## src/hdl/ir_remote_multitap_decoder_top_assert.svh

```systemverilog
// Assertion macros shared by the IR remote multi-tap decoder modules.
// Each macro samples on clk and is disabled while rst_n is low.
`ifndef IR_REMOTE_MULTITAP_DECODER_TOP_ASSERT_SVH
`define IR_REMOTE_MULTITAP_DECODER_TOP_ASSERT_SVH
`ifndef SYNTHESIS
`define IRMT_ASSERT(label, expr) \
    label: assert property (@(posedge clk) disable iff (!rst_n) (expr)) \
        else $error("assertion failed");
`define IRMT_ASSERT_IMPL(label, ante, cons) \
    label: assert property (@(posedge clk) disable iff (!rst_n) (ante) |-> (cons)) \
        else $error("assertion failed");
`define IRMT_ASSERT_NEXT(label, ante, cons) \
    label: assert property (@(posedge clk) disable iff (!rst_n) (ante) |=> (cons)) \
        else $error("assertion failed");
`else
`define IRMT_ASSERT(label, expr)
`define IRMT_ASSERT_IMPL(label, ante, cons)
`define IRMT_ASSERT_NEXT(label, ante, cons)
`endif
`endif

```

## src/hdl/irmt_pkg.sv

```systemverilog
// Package for the IR remote multi-tap decoder: constants, command and
// status structs, and the multi-tap character tables. No dependencies.
package irmt_pkg;

    localparam int SAMPLES_DEF = 84;
    localparam int CFG_W       = 24;
    localparam int CFG_IDX_W   = 2;
    localparam int TIME_W      = 32;
    localparam int DIVIDEND_W  = 34;
    localparam int DIVISOR_W   = 25;
    localparam int DIV_STEPS   = DIVIDEND_W;

    localparam logic [CFG_W-1:0] SAMPLE_PERIOD_RST = 24'd22550;
    localparam logic [CFG_W-1:0] FRAME_WINDOW_RST  = 24'd2000000;
    localparam logic [15:0]      CHARX             = 16'd6;
    localparam logic [3:0]       NO_KEY            = 4'hF;

    // Input opcodes.
    localparam logic OP_EDGE       = 1'b0;
    localparam logic OP_TIME_CHECK = 1'b1;

    typedef enum logic [CFG_IDX_W-1:0] {
        CFG_SAMPLE_PERIOD = 2'd0,
        CFG_FRAME_WINDOW  = 2'd1
    } cfg_index_t;

    typedef struct packed {
        logic load_item;
        logic start_frame;
        logic div_start;
        logic div_step;
        logic fill;
        logic decode;
    } irmt_cmd_t;

    typedef struct packed {
        logic expired;
        logic is_edge;
        logic started;
    } irmt_status_t;

    // Number of characters behind a key; key 1 and codes above 9 have none.
    function automatic logic [2:0] set_len(input logic [3:0] key);
        logic [2:0] len;
        unique case (key)
            4'd0:                         len = 3'd1;
            4'd2, 4'd3, 4'd4, 4'd5, 4'd6,
            4'd8:                         len = 3'd3;
            4'd7, 4'd9:                   len = 3'd4;
            default:                      len = 3'd0;
        endcase
        return len;
    endfunction

    // First character of a key's set; the others follow in ASCII order.
    function automatic logic [7:0] char_base(input logic [3:0] key);
        logic [7:0] c;
        unique case (key)
            4'd0:    c = " ";
            4'd2:    c = "a";
            4'd3:    c = "d";
            4'd4:    c = "g";
            4'd5:    c = "j";
            4'd6:    c = "m";
            4'd7:    c = "p";
            4'd8:    c = "t";
            4'd9:    c = "w";
            default: c = 8'd0;
        endcase
        return c;
    endfunction

endpackage

```

## src/hdl/irmt_datapath.sv

```systemverilog
// Datapath of the IR remote multi-tap decoder: configuration, frame state,
// serial divider, sample register, key decode and text state. Uses irmt_pkg.
`include "ir_remote_multitap_decoder_top_assert.svh"

module irmt_datapath #(
    parameter int SAMPLES = irmt_pkg::SAMPLES_DEF
) (
    input  logic                            clk,
    input  logic                            rst_n,
    input  irmt_pkg::irmt_cmd_t             cmd,
    output irmt_pkg::irmt_status_t          status,
    input  logic                            cfg_valid,
    input  logic [irmt_pkg::CFG_IDX_W-1:0]  cfg_index,
    input  logic [irmt_pkg::CFG_W-1:0]      cfg_data,
    input  logic                            opcode,
    input  logic [irmt_pkg::TIME_W-1:0]     time_now,
    output logic signed [4:0]               key_value,
    output logic                            key_accepted,
    output logic [7:0]                      shown_char,
    output logic                            commit_valid,
    output logic [7:0]                      commit_char,
    output logic [15:0]                     cursor_x
);
    import irmt_pkg::*;

    localparam int CNT_W    = $clog2(SAMPLES + 1);
    localparam int DEC_BASE = 2 * (SAMPLES / 2) - 8;
    localparam logic [CNT_W-1:0] FULL = CNT_W'(SAMPLES);

    logic [CFG_W-1:0]      sample_period_reg;
    logic [CFG_W-1:0]      frame_window_reg;
    logic                  opcode_reg;
    logic [TIME_W-1:0]     time_reg;
    logic                  frame_started_reg;
    logic [TIME_W-1:0]     frame_start_reg;
    logic [TIME_W-1:0]     last_edge_reg;
    logic                  parity_reg;
    logic [SAMPLES-1:0]    sample_bits_reg;
    logic [SAMPLES-1:0]    sample_bits_next;
    logic [CNT_W-1:0]      fill_reg;
    logic [CNT_W-1:0]      fill_next;
    logic [3:0]            prev_key_reg;
    logic [1:0]            tap_reg;
    logic [7:0]            cur_char_reg;
    logic [15:0]           cursor_reg;
    logic [DIVISOR_W-1:0]  div_rem_reg;
    logic [DIVISOR_W-1:0]  div_rem_next;
    logic [DIVIDEND_W-1:0] div_quo_reg;
    logic [DIVIDEND_W-1:0] div_quo_next;
    logic [4:0]            key_reg;
    logic                  accepted_reg;
    logic [7:0]            shown_reg;
    logic                  commit_reg;
    logic [7:0]            commit_char_reg;
    logic [15:0]           cursor_out_reg;

    logic [CFG_W-1:0]      period_eff;
    logic [DIVISOR_W-1:0]  divisor;
    logic [TIME_W-1:0]     elapsed;
    logic [TIME_W-1:0]     interval;
    logic [DIVIDEND_W-1:0] dividend;
    logic [DIVISOR_W:0]    rem_shift;
    logic                  take;
    logic [CNT_W-1:0]      n_clamp;
    logic [CNT_W:0]        end_sum;
    logic [CNT_W-1:0]      end_cnt;
    logic [1:0]            sym [4];
    logic [4:0]            key_calc;
    logic [3:0]            k4;
    logic                  accepted;
    logic [2:0]            tap_inc;
    logic [1:0]            tap_new;
    logic                  commit;
    logic [15:0]           cursor_new;
    logic [7:0]            char_new;
    logic                  stale;

    assign period_eff = (sample_period_reg == '0) ? CFG_W'(1) : sample_period_reg;
    assign divisor    = {period_eff, 1'b0};
    assign elapsed    = time_reg - frame_start_reg;
    assign interval   = time_reg - last_edge_reg;
    // Rounding quotient: (2 * interval + p) / (2 * p).
    assign dividend   = {1'b0, interval, 1'b0} + {{(DIVIDEND_W - CFG_W){1'b0}}, period_eff};

    assign status.expired = frame_started_reg
                            && (elapsed > {{(TIME_W - CFG_W){1'b0}}, frame_window_reg});
    assign status.is_edge = (opcode_reg == OP_EDGE);
    assign status.started = frame_started_reg;

    // One restoring step: bring down the next dividend bit, subtract if it fits.
    always_comb
    begin
        rem_shift    = {div_rem_reg, div_quo_reg[DIVIDEND_W-1]};
        take         = rem_shift >= {1'b0, divisor};
        div_rem_next = take ? DIVISOR_W'(rem_shift - {1'b0, divisor})
                            : rem_shift[DIVISOR_W-1:0];
        div_quo_next = {div_quo_reg[DIVIDEND_W-2:0], take};
    end

    // Sample count is clamped early so only narrow values reach the fill logic.
    always_comb
    begin
        n_clamp = (div_quo_reg > DIVIDEND_W'(SAMPLES)) ? FULL : div_quo_reg[CNT_W-1:0];
        end_sum = {1'b0, fill_reg} + {1'b0, n_clamp};
        end_cnt = (end_sum > (CNT_W + 1)'(SAMPLES)) ? FULL : end_sum[CNT_W-1:0];
        fill_next = end_cnt;
        sample_bits_next = sample_bits_reg;
        for (int i = 0; i < SAMPLES; i++)
        begin
            if ((CNT_W'(i) >= fill_reg) && (CNT_W'(i) < end_cnt))
            begin
                sample_bits_next[i] = parity_reg;
            end
        end
    end

    // Manchester pairs: (0,1) is +1, (1,0) is 0, anything else is -1.
    always_comb
    begin
        for (int j = 0; j < 4; j++)
        begin
            unique case ({sample_bits_reg[DEC_BASE + 2 * j], sample_bits_reg[DEC_BASE + 2 * j + 1]})
                2'b01:   sym[j] = 2'b01;
                2'b10:   sym[j] = 2'b00;
                default: sym[j] = 2'b11;
            endcase
        end
        key_calc = ({{3{sym[0][1]}}, sym[0]} << 3) + ({{3{sym[1][1]}}, sym[1]} << 2)
                 + ({{3{sym[2][1]}}, sym[2]} << 1) + {{3{sym[3][1]}}, sym[3]};
    end

    assign k4       = key_calc[3:0];
    assign accepted = (key_calc == 5'd0) || ((key_calc >= 5'd2) && (key_calc <= 5'd9));
    assign tap_inc  = {1'b0, tap_reg} + 3'd1;

    always_comb
    begin
        commit     = 1'b0;
        cursor_new = cursor_reg;
        tap_new    = 2'd0;
        if (prev_key_reg == NO_KEY)
        begin
            tap_new = 2'd0;
        end
        else if (prev_key_reg == k4)
        begin
            tap_new = (tap_inc >= set_len(k4)) ? 2'd0 : tap_inc[1:0];
        end
        else
        begin
            commit     = 1'b1;
            cursor_new = cursor_reg + CHARX;
        end
        char_new = char_base(k4) + {6'd0, tap_new};
    end

    always_ff @(posedge clk or negedge rst_n)
    begin
        if (!rst_n)
        begin
            sample_period_reg <= SAMPLE_PERIOD_RST;
            frame_window_reg  <= FRAME_WINDOW_RST;
        end
        else if (cfg_valid)
        begin
            if (cfg_index == CFG_SAMPLE_PERIOD)
            begin
                sample_period_reg <= cfg_data;
            end
            else if (cfg_index == CFG_FRAME_WINDOW)
            begin
                frame_window_reg <= cfg_data;
            end
        end
    end

    always_ff @(posedge clk or negedge rst_n)
    begin
        if (!rst_n)
        begin
            frame_started_reg <= 1'b0;
            frame_start_reg   <= '0;
            last_edge_reg     <= '0;
            parity_reg        <= 1'b0;
            sample_bits_reg   <= '0;
            fill_reg          <= '0;
            prev_key_reg      <= NO_KEY;
            tap_reg           <= 2'd0;
            cur_char_reg      <= 8'd0;
            cursor_reg        <= 16'd0;
        end
        else
        begin
            priority if (cmd.decode)
            begin
                frame_started_reg <= 1'b0;
                frame_start_reg   <= '0;
                last_edge_reg     <= '0;
                parity_reg        <= 1'b0;
                sample_bits_reg   <= '0;
                fill_reg          <= '0;
                if (accepted)
                begin
                    prev_key_reg <= k4;
                    tap_reg      <= tap_new;
                    cur_char_reg <= char_new;
                    cursor_reg   <= cursor_new;
                end
            end
            else if (cmd.start_frame)
            begin
                frame_started_reg <= 1'b1;
                frame_start_reg   <= time_reg;
                last_edge_reg     <= time_reg;
                parity_reg        <= 1'b0;
            end
            else if (cmd.fill)
            begin
                sample_bits_reg <= sample_bits_next;
                fill_reg        <= fill_next;
                parity_reg      <= !parity_reg;
                last_edge_reg   <= time_reg;
            end
            else
            begin
                fill_reg <= fill_reg;
            end
        end
    end

    always_ff @(posedge clk)
    begin
        if (cmd.load_item)
        begin
            opcode_reg <= opcode;
            time_reg   <= time_now;
        end
        if (cmd.div_start)
        begin
            div_rem_reg <= '0;
            div_quo_reg <= dividend;
        end
        else if (cmd.div_step)
        begin
            div_rem_reg <= div_rem_next;
            div_quo_reg <= div_quo_next;
        end
        if (cmd.decode)
        begin
            key_reg         <= key_calc;
            accepted_reg    <= accepted;
            shown_reg       <= accepted ? char_new : cur_char_reg;
            commit_reg      <= accepted && commit;
            commit_char_reg <= (accepted && commit) ? cur_char_reg : 8'd0;
            cursor_out_reg  <= accepted ? cursor_new : cursor_reg;
        end
    end

    assign key_value    = $signed(key_reg);
    assign key_accepted = accepted_reg;
    assign shown_char   = shown_reg;
    assign commit_valid = commit_reg;
    assign commit_char  = commit_char_reg;
    assign cursor_x     = cursor_out_reg;

    // Samples at or above the fill count must still be clear.
    always_comb
    begin
        stale = 1'b0;
        for (int i = 0; i < SAMPLES; i++)
        begin
            if ((CNT_W'(i) >= fill_reg) && sample_bits_reg[i])
            begin
                stale = 1'b1;
            end
        end
    end

    `IRMT_ASSERT(a_fill_in_range, fill_reg <= FULL)
    `IRMT_ASSERT(a_no_stale_samples, !stale)
    `IRMT_ASSERT_NEXT(a_decode_clears, cmd.decode, (fill_reg == '0) && !frame_started_reg)

endmodule

```

## src/hdl/irmt_ctrl.sv

```systemverilog
// Controller of the IR remote multi-tap decoder: sequences the check,
// divide, fill and decode steps and owns the result valid. Uses irmt_pkg.
`include "ir_remote_multitap_decoder_top_assert.svh"

module irmt_ctrl (
    input  logic                   clk,
    input  logic                   rst_n,
    input  logic                   in_valid,
    output logic                   in_ready,
    output logic                   out_valid,
    input  logic                   out_ready,
    output irmt_pkg::irmt_cmd_t    cmd,
    input  irmt_pkg::irmt_status_t status
);
    import irmt_pkg::*;

    localparam int CNT_W = $clog2(DIV_STEPS);
    localparam logic [CNT_W-1:0] LAST_STEP = CNT_W'(DIV_STEPS - 1);

    typedef enum logic [3:0] {
        ST_IDLE  = 4'b0001,
        ST_CHECK = 4'b0010,
        ST_DIV   = 4'b0100,
        ST_FILL  = 4'b1000
    } state_t;

    state_t           state_reg;
    state_t           state_next;
    logic [CNT_W-1:0] div_cnt_reg;
    logic [CNT_W-1:0] div_cnt_next;
    logic             out_valid_reg;
    logic             out_valid_next;
    logic             slot_free;

    // The result register can take a new beat when empty or draining now.
    assign slot_free = !out_valid_reg || out_ready;

    always_comb
    begin
        cmd          = '0;
        state_next   = state_reg;
        div_cnt_next = div_cnt_reg;
        unique case (state_reg)
            ST_IDLE:
            begin
                if (in_valid)
                begin
                    cmd.load_item = 1'b1;
                    state_next    = ST_CHECK;
                end
            end
            ST_CHECK:
            begin
                if (status.expired)
                begin
                    if (slot_free)
                    begin
                        cmd.decode = 1'b1;
                        state_next = ST_IDLE;
                    end
                end
                else if (status.is_edge && !status.started)
                begin
                    cmd.start_frame = 1'b1;
                    state_next      = ST_IDLE;
                end
                else if (status.is_edge)
                begin
                    cmd.div_start = 1'b1;
                    div_cnt_next  = '0;
                    state_next    = ST_DIV;
                end
                else
                begin
                    state_next = ST_IDLE;
                end
            end
            ST_DIV:
            begin
                cmd.div_step = 1'b1;
                if (div_cnt_reg == LAST_STEP)
                begin
                    state_next = ST_FILL;
                end
                else
                begin
                    div_cnt_next = div_cnt_reg + CNT_W'(1);
                end
            end
            ST_FILL:
            begin
                cmd.fill   = 1'b1;
                state_next = ST_IDLE;
            end
            default:
            begin
                state_next = ST_IDLE;
            end
        endcase
    end

    always_comb
    begin
        priority if (cmd.decode)
        begin
            out_valid_next = 1'b1;
        end
        else if (out_ready)
        begin
            out_valid_next = 1'b0;
        end
        else
        begin
            out_valid_next = out_valid_reg;
        end
    end

    always_ff @(posedge clk or negedge rst_n)
    begin
        if (!rst_n)
        begin
            state_reg     <= ST_IDLE;
            div_cnt_reg   <= '0;
            out_valid_reg <= 1'b0;
        end
        else
        begin
            state_reg     <= state_next;
            div_cnt_reg   <= div_cnt_next;
            out_valid_reg <= out_valid_next;
        end
    end

    assign in_ready  = (state_reg == ST_IDLE);
    assign out_valid = out_valid_reg;

    `IRMT_ASSERT_IMPL(a_decode_has_slot, cmd.decode, !out_valid_reg || out_ready)
    `IRMT_ASSERT_IMPL(a_fill_after_div, cmd.fill, $past(state_reg) == ST_DIV)
    `IRMT_ASSERT_NEXT(a_accept_to_check, in_valid && in_ready, state_reg == ST_CHECK)

endmodule

```

## src/hdl/ir_remote_multitap_decoder_top.sv

```systemverilog
// Top level of the IR remote multi-tap decoder: joins the controller and
// the datapath. Uses irmt_pkg, irmt_ctrl and irmt_datapath.

// Takes one item at a time. A time check, or the first edge of a frame,
// goes through accept and the expiry check. A frame that has expired goes
// through both, plus any wait for the result register to empty, and returns
// one beat. A later edge goes through accept, check, the restoring divider
// that rounds the interval to a sample count (one quotient bit per cycle),
// and a final step to write the samples. A beat waiting on the result port
// does not hold off new items unless one of them closes another frame. The
// configuration port is always ready.
module ir_remote_multitap_decoder_top #(
    parameter int SAMPLES = irmt_pkg::SAMPLES_DEF
) (
    input  logic                            clk,
    input  logic                            rst_n,
    input  logic                            cfg_valid,
    output logic                            cfg_ready,
    input  logic [irmt_pkg::CFG_IDX_W-1:0]  cfg_index,
    input  logic [irmt_pkg::CFG_W-1:0]      cfg_data,
    input  logic                            in_valid,
    output logic                            in_ready,
    input  logic                            opcode,
    input  logic [irmt_pkg::TIME_W-1:0]     time_now,
    output logic                            out_valid,
    input  logic                            out_ready,
    output logic signed [4:0]               key_value,
    output logic                            key_accepted,
    output logic [7:0]                      shown_char,
    output logic                            commit_valid,
    output logic [7:0]                      commit_char,
    output logic [15:0]                     cursor_x
);
    import irmt_pkg::*;

    irmt_cmd_t    cmd;
    irmt_status_t status;

    assign cfg_ready = 1'b1;

    irmt_ctrl u_ctrl (
        .clk       (clk),
        .rst_n     (rst_n),
        .in_valid  (in_valid),
        .in_ready  (in_ready),
        .out_valid (out_valid),
        .out_ready (out_ready),
        .cmd       (cmd),
        .status    (status)
    );

    irmt_datapath #(
        .SAMPLES (SAMPLES)
    ) u_datapath (
        .clk          (clk),
        .rst_n        (rst_n),
        .cmd          (cmd),
        .status       (status),
        .cfg_valid    (cfg_valid),
        .cfg_index    (cfg_index),
        .cfg_data     (cfg_data),
        .opcode       (opcode),
        .time_now     (time_now),
        .key_value    (key_value),
        .key_accepted (key_accepted),
        .shown_char   (shown_char),
        .commit_valid (commit_valid),
        .commit_char  (commit_char),
        .cursor_x     (cursor_x)
    );

endmodule

```

## config.mk

```make
export PLATFORM = sky130hd
export DESIGN_NAME = ir_remote_multitap_decoder_top
export DESIGN_NICKNAME = d
export VERILOG_FILES = /design/src/hdl/irmt_pkg.sv /design/src/hdl/irmt_datapath.sv /design/src/hdl/irmt_ctrl.sv /design/src/hdl/ir_remote_multitap_decoder_top.sv
export VERILOG_INCLUDE_DIRS = /design/src /design/src/hdl
export SDC_FILE = /design/constraint.sdc
export NUM_CORES = 1
export LEC_CHECK = 0
export BUFFER_PORTS_ARGS = -buffer_cell sky130_fd_sc_hd__buf_2
export CAP_MARGIN = 20
export CORE_ASPECT_RATIO = 0.6
export CORE_MARGIN = 3
export CORE_UTILIZATION = 38
export DETAILED_ROUTE_END_ITERATION = 10
export HOLD_SLACK_MARGIN = 0.05
export RECOVER_POWER = 25
export SYNTH_ARGS = -nofsm -noshare
export SYNTH_HDL_FRONTEND = slang
export SYNTH_HIERARCHICAL = 1
export SYNTH_SLANG_ARGS = --single-unit
```

## constraint.sdc

```tcl
create_clock -name clk -period 9.2 [get_ports clk]
set_input_delay 0 -clock clk [delete_from_list [all_inputs] [get_ports clk]]
set_output_delay 0 -clock clk [all_outputs]
set_load 0.01 [all_outputs]
```

# Word-level counts from Yosys, hierarchy flattened
# Memories as Yosys holds them, arrays and structs flattened.
# Index checks and enable logic that the tools add are counted.
# totals
reg_bits,301
romBits,160
inputBits,64
out_inout_bits,42
word_cells,518
n_memories,2
# op_classes
n_addsub,12
n_lt_le_gt_ge,175
eq_ne,24
n_mux,147
n_bitwise,2
n_reduce_logical,124
# mem_list
memory,words,width,rd,rd_clocked_by_memory_dff,write_ports,line_no,source
(no name shown),16,7,1,0,0,irmt_pkg.sv:58,unique case (key)
(no name shown),16,3,1,0,0,irmt_pkg.sv:45,unique case (key)
# op_table
op,n
$mux 84,3
$ge 6x7->1 const A,32
$lt 6x7->1 const A,32
$mux 32,5
$ge 7x7->1 const A,20
$lt 7x7->1 const A,20
$ge 5x7->1 const A,16
$lt 5x7->1 const A,16
$mux 1,103
$logic_and 1x1->1,88
$mux 34,2
$sub 32x32->32,2
$ge 4x7->1 const A,8
$lt 4x7->1 const A,8
$mux 16,3
$mux 7,5
$add 33x24->34,1
$gt 34x7->1 const B,1
$gt 32x24->1,1
$reduce_and 3->1,10
$ge 3x7->1 const A,4
$lt 3x7->1 const A,4
$ge 26x25->1,1
$reduce_bool 2->1,13
45 further kinds,86

# Longest topological paths before layout
# Gate-level depths: netlist of the first run.
# logic_depth
depth_word,14
depth_mapped,31
mapped_depth_nobuf,29

# By module
# The synthesis of the first run kept the hierarchy.
# modules_own_cells
mod,n_inst,cells_per_inst,area_per_inst_um2,seq_area_each_um2
irmt_datapath,1,2114,19586.3,7628.6
irmt_ctrl,1,62,610.6,276.5
ir_remote_multitap_decoder_top,1,2,11.3,0.0

# Worst setup path after synthesis of the first run
# Ideal clock, no wire load.
# synth_timing
kind,reg-to-reg
startpoint,register u_datapath.time_reg[0]
endpoint,register u_datapath.div_quo_reg[0] (enable)
setup_time_ns,0.390
arrival_time_ns,6.053
required_time_ns,8.810
path_slack_ns,2.757
stages_incl_launch_ff,27
n_path_buf,2
synth_period_minus_slack_ns,6.443
cell_sequence,edfxtp_1 inv_1 ha_1 inv_1 fa_1 a211oi_1 nor2_1 o22a_1 a311oi_2 o31ai_1 a21boi_0 xnor2_1 ha_1 a2111oi_0 nor2_1 o21a_1 o32ai_1 nand2_1 a2111o_1 o41a_1 nor2b_1 nand3_2 inv_1 buf_4 clkbuf_1 nor2_1 inv_1
# synth_lines
item,line_no,source
from (decl),irmt_datapath.sv:33,logic [TIME_W-1:0] time_reg;
from (signal assigned),irmt_datapath.sv:236,time_reg <= time_now;
to (signal assigned),irmt_datapath.sv:241,div_quo_reg <= dividend;
to (signal assigned),irmt_datapath.sv:246,div_quo_reg <= div_quo_next;
to (decl),irmt_datapath.sv:48,logic [DIVIDEND_W-1:0] div_quo_reg;

==> impl_results.md, run 1 <==
* Initial Util at 39.1%
* Count of flip-flops with a built-in enable after synthesis at 105
* RSZ-0062 raised after global routing: false
* Clock latency on the worst-skew pair at 0.59 ns
* Floorplan die area at 56100 µm²
* Final weighted congestion in routability-driven placement at 0.896
* Total Negative Setup Slacks at 0 ns
* Length of the first detailed-routing pass in iterations at 5
* Number of antenna violations at the first check in global routing at 1
* Data required time of the worst path at 9.42 ns
* Transition time at the pin with the least slew margin at 3.09 ns
* Area fraction of the dominant cell type after synthesis at 18.7%
* GRT Resource Usage Total at 18.5%
* HPWL after detailed placement at 39500 µm
* Psw at 3.80 mW
* Combinational family with the most area after synthesis: simple AND/OR/NAND/NOR gates
* Worst-path clk slew at 0.07 ns
* Post-route DRC violation count at 0
* Num ports at 106
* Fraction of the mapped netlist area in simple logic gates at 16.6%
* CP startpoint kind: flop
* Synth area leader: sky130_fd_sc_hd__dfrtp_1
* FF+latch count, synth at 299
* Register area share after synthesis at 39.1%
* Switching power as a share of total power at 45.4%
* Sequential power share at 23.7%
* Outcome: complete, but fails checks
* Hold Vio Cnt, Final at 0
* Number of antenna-violating nets in the routed design at 0
* Number of buffers inserted during clock tree synthesis at 30
* Overall power after layout at 8.36 mW
* Synth Area in XOR/XNOR at 5.79%
* CTS root buffer: sky130_fd_sc_hd__clkbuf_16
* Share of total power in the clock network at 16.2%
* Multiplexer fraction of the synthesized cell area at 5.73%
* Reported leakage power at 9.75 nW
* Synth-to-layout area growth at 14.2%
* Number of antenna repair diodes at 0
* Post-route core utilization at 44.6%
* Max-slew violations at 105
* Syn avg cell area at 9.28 µm²
* Total setup violations reported at the end of the flow at 0
* Number of H-tree levels at 1
* Hold wc startpoint: cfg_valid
* Maximum number of pins on one net before global-route repair at 80
* Count of maximum capacitance violations at 2
* Instance count after placement with tap cells included at 2889
* Tightest slew margin relative to the limit at -106%
* Final Skew at 0.0288 ns
* Top area cells in the synthesized netlist: sky130_fd_sc_hd__dfrtp_1, sky130_fd_sc_hd__edfxtp_1, sky130_fd_sc_hd__ha_1
* Number of library cell types mapped by synthesis at 91
* Final layout net count at 2544
* Highest net fanout along the worst path at 57
* Number of hold buffers added after CTS at 80
* Overall die height at 185 µm
* Die span in x at 304 µm
* Pwr per Cell Area at 362 nW/µm²
* Synth warnings at 6
* Critical Path Source: u_datapath/time_reg[0]$_DFFE_PP_
* Detail-routed via count per cell at 5.41
* Worst slack, placed at 1.75 ns
* Arrival time of the worst setup path at 7.86 ns
* Number of flip-flops under the largest register name at 34
* Highest clock frequency the design can meet at 131 MHz
* Post-layout worst setup margin at 1.56 ns
* Post-cts repair resize count at 0
* Net Count, Synth at 2413
* Area of the core at 51700 µm²
* Final routed wirelength across all metal layers at 53100 µm
* Number of buffers between clock root and the deepest sink at 3
* Final worst-path cycle share at 83.1%
* Total standard cell area after synthesis at 20200 µm²
* Standard-cell row count at 64
* Type of the most critical hold path: input port to flop
* Residual overflow from global routing at 0
* TritonCTS clock tree: built
* Library cell with the highest instance count after synthesis: sky130_fd_sc_hd__nand2_1
* Post-synthesis compound-gate area fraction at 16.4%
* Ranking of synthesized cells by instance count: sky130_fd_sc_hd__nand2_1, sky130_fd_sc_hd__inv_1, sky130_fd_sc_hd__nor2_1, sky130_fd_sc_hd__ha_1, sky130_fd_sc_hd__dfrtp_1
* Critical path endpoint category: flop
* Total of buffers placed on input and output ports at 103
* Comb pwr share at 60.1%
* Detailed router's first-iteration violation count at 1318
* Post-synth ARST share at 56.5%
* Fraction of final layout cells sized beyond drive strength 1 at 9.47%
* Worst-case vdd ir drop at 177 µV
* Via count of the first global-routing pass at 15400
* Total setup buffers inserted after CTS at 0
* Internal cell power at 4.56 mW
* Number of sinks driven by the clock tree at 299
* Minimum period implied by the final worst setup slack at 7.64 ns
* Origin of the critical flop-to-flop path: u_datapath/time_reg[0]$_DFFE_PP_
* Path type of the worst setup path: flop to flop
* Gate count after technology mapping at 2178
* First-pass GRT wire length at 85100 µm
* Post-synthesis adder-cell area fraction at 10.9%
* Violated checks: capacitance limit, slew limit
* Most frequently used flop master after synthesis: sky130_fd_sc_hd__dfrtp_1
* Detailed-route via count at 16400
* Count of non-filler cells in the finished layout at 3026
* Final routed wire length divided by cell count at 17.5 µm
## path summary, 6_finish.rpt
kind	to	slack, ns	cells past startpoint
worst max register to register	u_datapath/div_quo_reg[28]$_DFFE_PP_	1.56	26
min in group asynchronous	u_datapath/frame_window_reg[18]$_DFFE_PN1P_	1.06	3
worst min-delay path	u_datapath/frame_window_reg[23]$_DFFE_PN0P_	0.06	3
max in group asynchronous	u_datapath/sample_period_reg[22]$_DFFE_PN0P_	5.15	4
worst max-delay path	u_datapath/div_quo_reg[28]$_DFFE_PP_	1.56	26
worst min register to register	u_datapath/last_edge_reg[18]$_DFFE_PN0P_	0.48	2
## layer usage
metal | track usage [%] | up-vias | part of all wire (%) | wire length, µm
met5 | 0 | - | 0 | 0
met1 | 29.4 | 7815 | 52 | 27800
met3 | 2.70 | 70 | 5.8 | 3090
met4 | 3.85 | 0 | 2.0 | 1050
met2 | 26.1 | 466 | 40 | 21200
li1 | - | 8019 | - | -
## logic make-up after synthesis
group | after synthesis
buffers and inverters | 273
flip-flops | 299
XOR/XNOR | 132
AND/OR/NAND/NOR | 679
AO/OA/AOI/OAI | 513
other | 2
adder cells (fa/ha/maj) | 171
multiplexers | 109
## placed cells by master (no fill, tap or decap), types with 21 or more instances in the layout
cell,instances
sky130_fd_sc_hd__dfxtp_1,25
sky130_fd_sc_hd__clkbuf_16,31
sky130_fd_sc_hd__nor3_1,30
sky130_fd_sc_hd__a21oi_1,114
sky130_fd_sc_hd__clkbuf_1,58
sky130_fd_sc_hd__ha_1,162
sky130_fd_sc_hd__a21o_1,48
sky130_fd_sc_hd__buf_2,57
sky130_fd_sc_hd__o21ai_0,148
sky130_fd_sc_hd__nor2_1,162
sky130_fd_sc_hd__xnor2_1,94
sky130_fd_sc_hd__nor2b_1,21
sky130_fd_sc_hd__dlygate4sd3_1,79
sky130_fd_sc_hd__nor4_1,23
sky130_fd_sc_hd__nand2_1,206
sky130_fd_sc_hd__and2_1,25
sky130_fd_sc_hd__mux2i_1,55
sky130_fd_sc_hd__nand3_1,54
sky130_fd_sc_hd__mux2_2,54
sky130_fd_sc_hd__inv_1,169
sky130_fd_sc_hd__xor2_1,37
sky130_fd_sc_hd__nand2b_1,51
sky130_fd_sc_hd__nand4_1,23
sky130_fd_sc_hd__edfxtp_1,105
sky130_fd_sc_hd__dfrtp_1,151
## critical path, stage by stage, from the launching register on
cell                        delay (ns)
sky130_fd_sc_hd__edfxtp_1         0.38
sky130_fd_sc_hd__inv_1            0.11
sky130_fd_sc_hd__ha_1             0.19
sky130_fd_sc_hd__inv_1            0.06
sky130_fd_sc_hd__fa_1             0.42
sky130_fd_sc_hd__a211oi_1         0.23
sky130_fd_sc_hd__nor2_1           0.12
sky130_fd_sc_hd__o22a_1           0.25
sky130_fd_sc_hd__a311oi_2         0.45
sky130_fd_sc_hd__o31ai_1          0.23
sky130_fd_sc_hd__a21boi_0         0.33
sky130_fd_sc_hd__xnor2_1          0.17
sky130_fd_sc_hd__ha_1             0.28
sky130_fd_sc_hd__a2111oi_0        0.50
sky130_fd_sc_hd__nor2_1           0.10
sky130_fd_sc_hd__o21a_1           0.18
sky130_fd_sc_hd__o32ai_1          0.40
sky130_fd_sc_hd__nand2_1          0.10
sky130_fd_sc_hd__a2111o_1         0.39
sky130_fd_sc_hd__o41a_1           0.40
sky130_fd_sc_hd__nor2b_1          0.21
sky130_fd_sc_hd__nand3_2          0.26
sky130_fd_sc_hd__inv_2            0.24
sky130_fd_sc_hd__buf_4            0.56
sky130_fd_sc_hd__nor2_1           0.16
sky130_fd_sc_hd__inv_1            0.11
sky130_fd_sc_hd__buf_4            0.40
## through the flow
step | area, µm² | hold slack (ns)
after detailed placement | 21300 | 0.00760
after global routing | 23100 | 0.0341
after floorplan | 20200 | -0.296
final | 23100 | 0.0596
after global placement | 21300 | 0.000197
after CTS | 23200 | 0.0779
## layout make-up
class | count | area, µm²
clock buffers | 40 | 810
clock inverters | 16 | 260
fillers | 5001 | 28600
inverters | 174 | 653
multi-input cells | 1606 | 11200
flip-flops and latches | 299 | 7910
well taps | 693 | 867
repair buffers | 198 | 1360
## power groups by stage
stage / Sequential [mW] / Combinational (mW) / Clock (mW)
global route: 2.02 / 5.61 / 1.45
global placement: 1.99 / 4.81 / 0
CTS: 1.98 / 4.96 / 1.39
detailed placement: 2.00 / 4.88 / 0
floorplan: 1.91 / 3.77 / 0
finish: 1.98 / 5.03 / 1.36
No activity file was read; power rests on OpenSTA's default activity.
==> inputs of run 2 (changes only) <==
clock period = 7.8 ns   (was 9.2 ns; I/O delays follow)
==> run 2 against run 1 <==
The run still ends with capacitance limit, slew limit left. Critical path depth unchanged. First-iteration DRC count up 0.38%. Worst setup slack worse by 0.75 ns. Fmax up 9.3%. Combinational power up 17%. Non-clock buffer count up 4. Clock-buffer cell count down 4. Clock skew down 0.014 ns. Critical path type unchanged. Highest routed layer unchanged.
==> impl_results.md, run 2 (synthesized netlist as in run 1, its figures left out) <==
* Die span in x at 304 µm
* Highest net fanout along the worst path at 17
* First-pass GRT wire length at 85100 µm
* Detailed-route via count at 16200
* GRT Resource Usage Total at 18.5%
* Initial Util at 39.1%
* Post-cts repair resize count at 0
* Worst path buffer plus inverter count at 4
* Standard-cell row count at 64
* Critical path endpoint category: flop
* Pwr per Cell Area at 421 nW/µm²
* CP startpoint kind: flop
* Number of fill cells in the layout at 5031
* Area of the core at 51700 µm²
* Hold wc startpoint: cfg_valid
* Type of the most critical hold path: input port to flop
* Data required time of the worst path at 8.13 ns
* Overall die height at 185 µm
* Number of flip-flops under the largest register name at 34
* CTS root buffer: sky130_fd_sc_hd__clkbuf_16
* Num ports at 106
* Arrival time of the worst setup path at 7.33 ns
* Instance count after placement with tap cells included at 2891
* Number of cells on the worst reg-to-reg path at 26
* Residual overflow from global routing at 0
* HPWL after detailed placement at 39300 µm
* Worst-path clk slew at 0.07 ns
* Via count of the first global-routing pass at 15500
* Worst reg2reg endpoint: u_datapath/div_quo_reg[25]$_DFFE_PP_
* RSZ-0062 raised after global routing: false
* Number of hold buffers added after CTS at 83
* Reported leakage power at 9.75 nW
* Transition time at the pin with the least slew margin at 2.00 ns
* Minimum period implied by the final worst setup slack at 6.99 ns
* Hold Vio Cnt, Final at 0
* Highest clock frequency the design can meet at 143 MHz
* Final worst-path cycle share at 89.7%
* Total of buffers placed on input and output ports at 103
* Floorplan die area at 56100 µm²
* Total setup violations reported at the end of the flow at 0
* Length of the first detailed-routing pass in iterations at 6
* Path type of the worst setup path: flop to flop
* Most common cell after layout, fill and taps aside: sky130_fd_sc_hd__nand2_1
* Detail-routed via count per cell at 5.34
* Tightest slew margin relative to the limit at -33.1%
* Total Negative Setup Slacks at 0 ns
* Max-slew violations at 86
* Register area at 7910 µm²
* Worst slack, placed at 0.902 ns
* Final hold slack at 0.0146 ns
* Post-layout worst setup margin at 0.806 ns
* Final layout net count at 2549
* Number of antenna repair diodes at 0
* TritonCTS clock tree: built
* Final weighted congestion in routability-driven placement at 0.906
* Count of non-filler cells in the finished layout at 3031
* Largest stage delay, worst path at 0.52 ns
* Worst reg-to-reg setup slack at 0.81 ns
* Post-route DRC violation count at 0
* Worst hold path endpoint: u_datapath/frame_window_reg[19]$_DFFE_PN1P_
* Count of maximum capacitance violations at 2
* Total setup buffers inserted after CTS at 0
* Final Skew at 0.0144 ns
* Maximum number of pins on one net before global-route repair at 72
* Number of buffers between clock root and the deepest sink at 3
* Final routed wirelength across all metal layers at 52500 µm
* Standard cell with the maximum stage delay on the critical path: sky130_fd_sc_hd__or3_2
* Final routed wire length divided by cell count at 17.3 µm
* Detailed router's first-iteration violation count at 1323
* Library cell appearing most often on the critical path: sky130_fd_sc_hd__inv_1
* Clock latency on the worst-skew pair at 0.59 ns
* Worst hold path stage count at 3
* Number of sinks driven by the clock tree at 299
* Number of antenna-violating nets in the routed design at 0
* Outcome: complete, but fails checks
* Cell family with the largest share of critical-path delay: compound AO/OA/AOI/OAI gates
* Total area of multi-input combinational cells at 11200 µm²
* Origin of the critical flop-to-flop path: u_datapath/time_reg[0]$_DFFE_PP_
* Synth-to-layout area growth at 14.2%
* Number of antenna violations at the first check in global routing at 0
* Number of buffers inserted during clock tree synthesis at 31
* Commonest cells after routing, fill and taps aside: sky130_fd_sc_hd__nand2_1, sky130_fd_sc_hd__inv_1, sky130_fd_sc_hd__nor2_1, sky130_fd_sc_hd__ha_1, sky130_fd_sc_hd__dfrtp_1
* Worst-case vdd ir drop at 205 µV
* Fraction of final layout cells sized beyond drive strength 1 at 9.88%
* Violated checks: capacitance limit, slew limit
* Number of H-tree levels at 1
run 2: worst register-to-register path, delay by kind of cell (launching register included):
| family | cells | cell delay [ns] |
|---|---|---|
| adder cells (fa/ha/maj) | 3 | 0.87 |
| buffers and inverters | 4 | 0.61 |
| flip-flops | 1 | 0.39 |
| multiplexers | 1 | 0.14 |
| AO/OA/AOI/OAI | 11 | 3.27 |
| XOR/XNOR | 1 | 0.18 |
| AND/OR/NAND/NOR | 6 | 1.28 |
run 2: worst max-delay path by stage:
stage,depth (start not counted),end,slack (ns),startpoint
5_1_grt,28,u_datapath/div_quo_reg[25]$_DFFE_PP_,0.32,u_datapath/time_reg[0]$_DFFE_PP_
4_1_cts,26,u_datapath/div_quo_reg[25]$_DFFE_PP_,0.85,u_datapath/time_reg[0]$_DFFE_PP_
2_1_floorplan,26,u_datapath/div_quo_reg[0]$_DFFE_PP_,1.36,u_datapath/time_reg[0]$_DFFE_PP_
3_3_place_gp,26,u_datapath/div_quo_reg[25]$_DFFE_PP_,0.99,u_datapath/time_reg[0]$_DFFE_PP_
3_5_place_dp,26,u_datapath/div_quo_reg[25]$_DFFE_PP_,0.90,u_datapath/time_reg[0]$_DFFE_PP_
6_report,26,u_datapath/div_quo_reg[25]$_DFFE_PP_,0.81,u_datapath/time_reg[0]$_DFFE_PP_
run 2: report_power, final:
part	leakage, nW	total [mW]	internal [mW]	switching (mW)
logic	5.95	5.89	2.38	3.51
clock network	0.502	1.50	0.831	0.673
registers	3.30	2.33	2.05	0.286
run 2: cell type report:
type	instances	share of cell area (%)
clock buffers	36	3.57
clock inverters	21	0.824
inverters	174	2.83
multi-input cells	1606	48.6
flip-flops and latches	299	34.3
well taps	693	3.76
repair buffers	202	6.10
run 2: per-layer routing:
layer | global-route usage [%] | vias to the layer above | wire [µm]
met5 | 0 | - | 0
met4 | 3.41 | 0 | 1010
met1 | 28.9 | 7663 | 27300
li1 | - | 8030 | -
met2 | 27.0 | 429 | 21200
met3 | 2.61 | 66 | 3030
run 2: metrics by stage:
step | util, % | total power [mW] | cell area (µm²)
5_1_grt | 44.6 | 10.6 | 23100
3_3_place_gp | 41.2 | 7.99 | 21300
4_1_cts | 44.8 | 9.69 | 23200
3_5_place_dp | 41.2 | 8.10 | 21300
2_1_floorplan | - | 6.70 | 20200
6_report | 44.6 | 9.72 | 23100
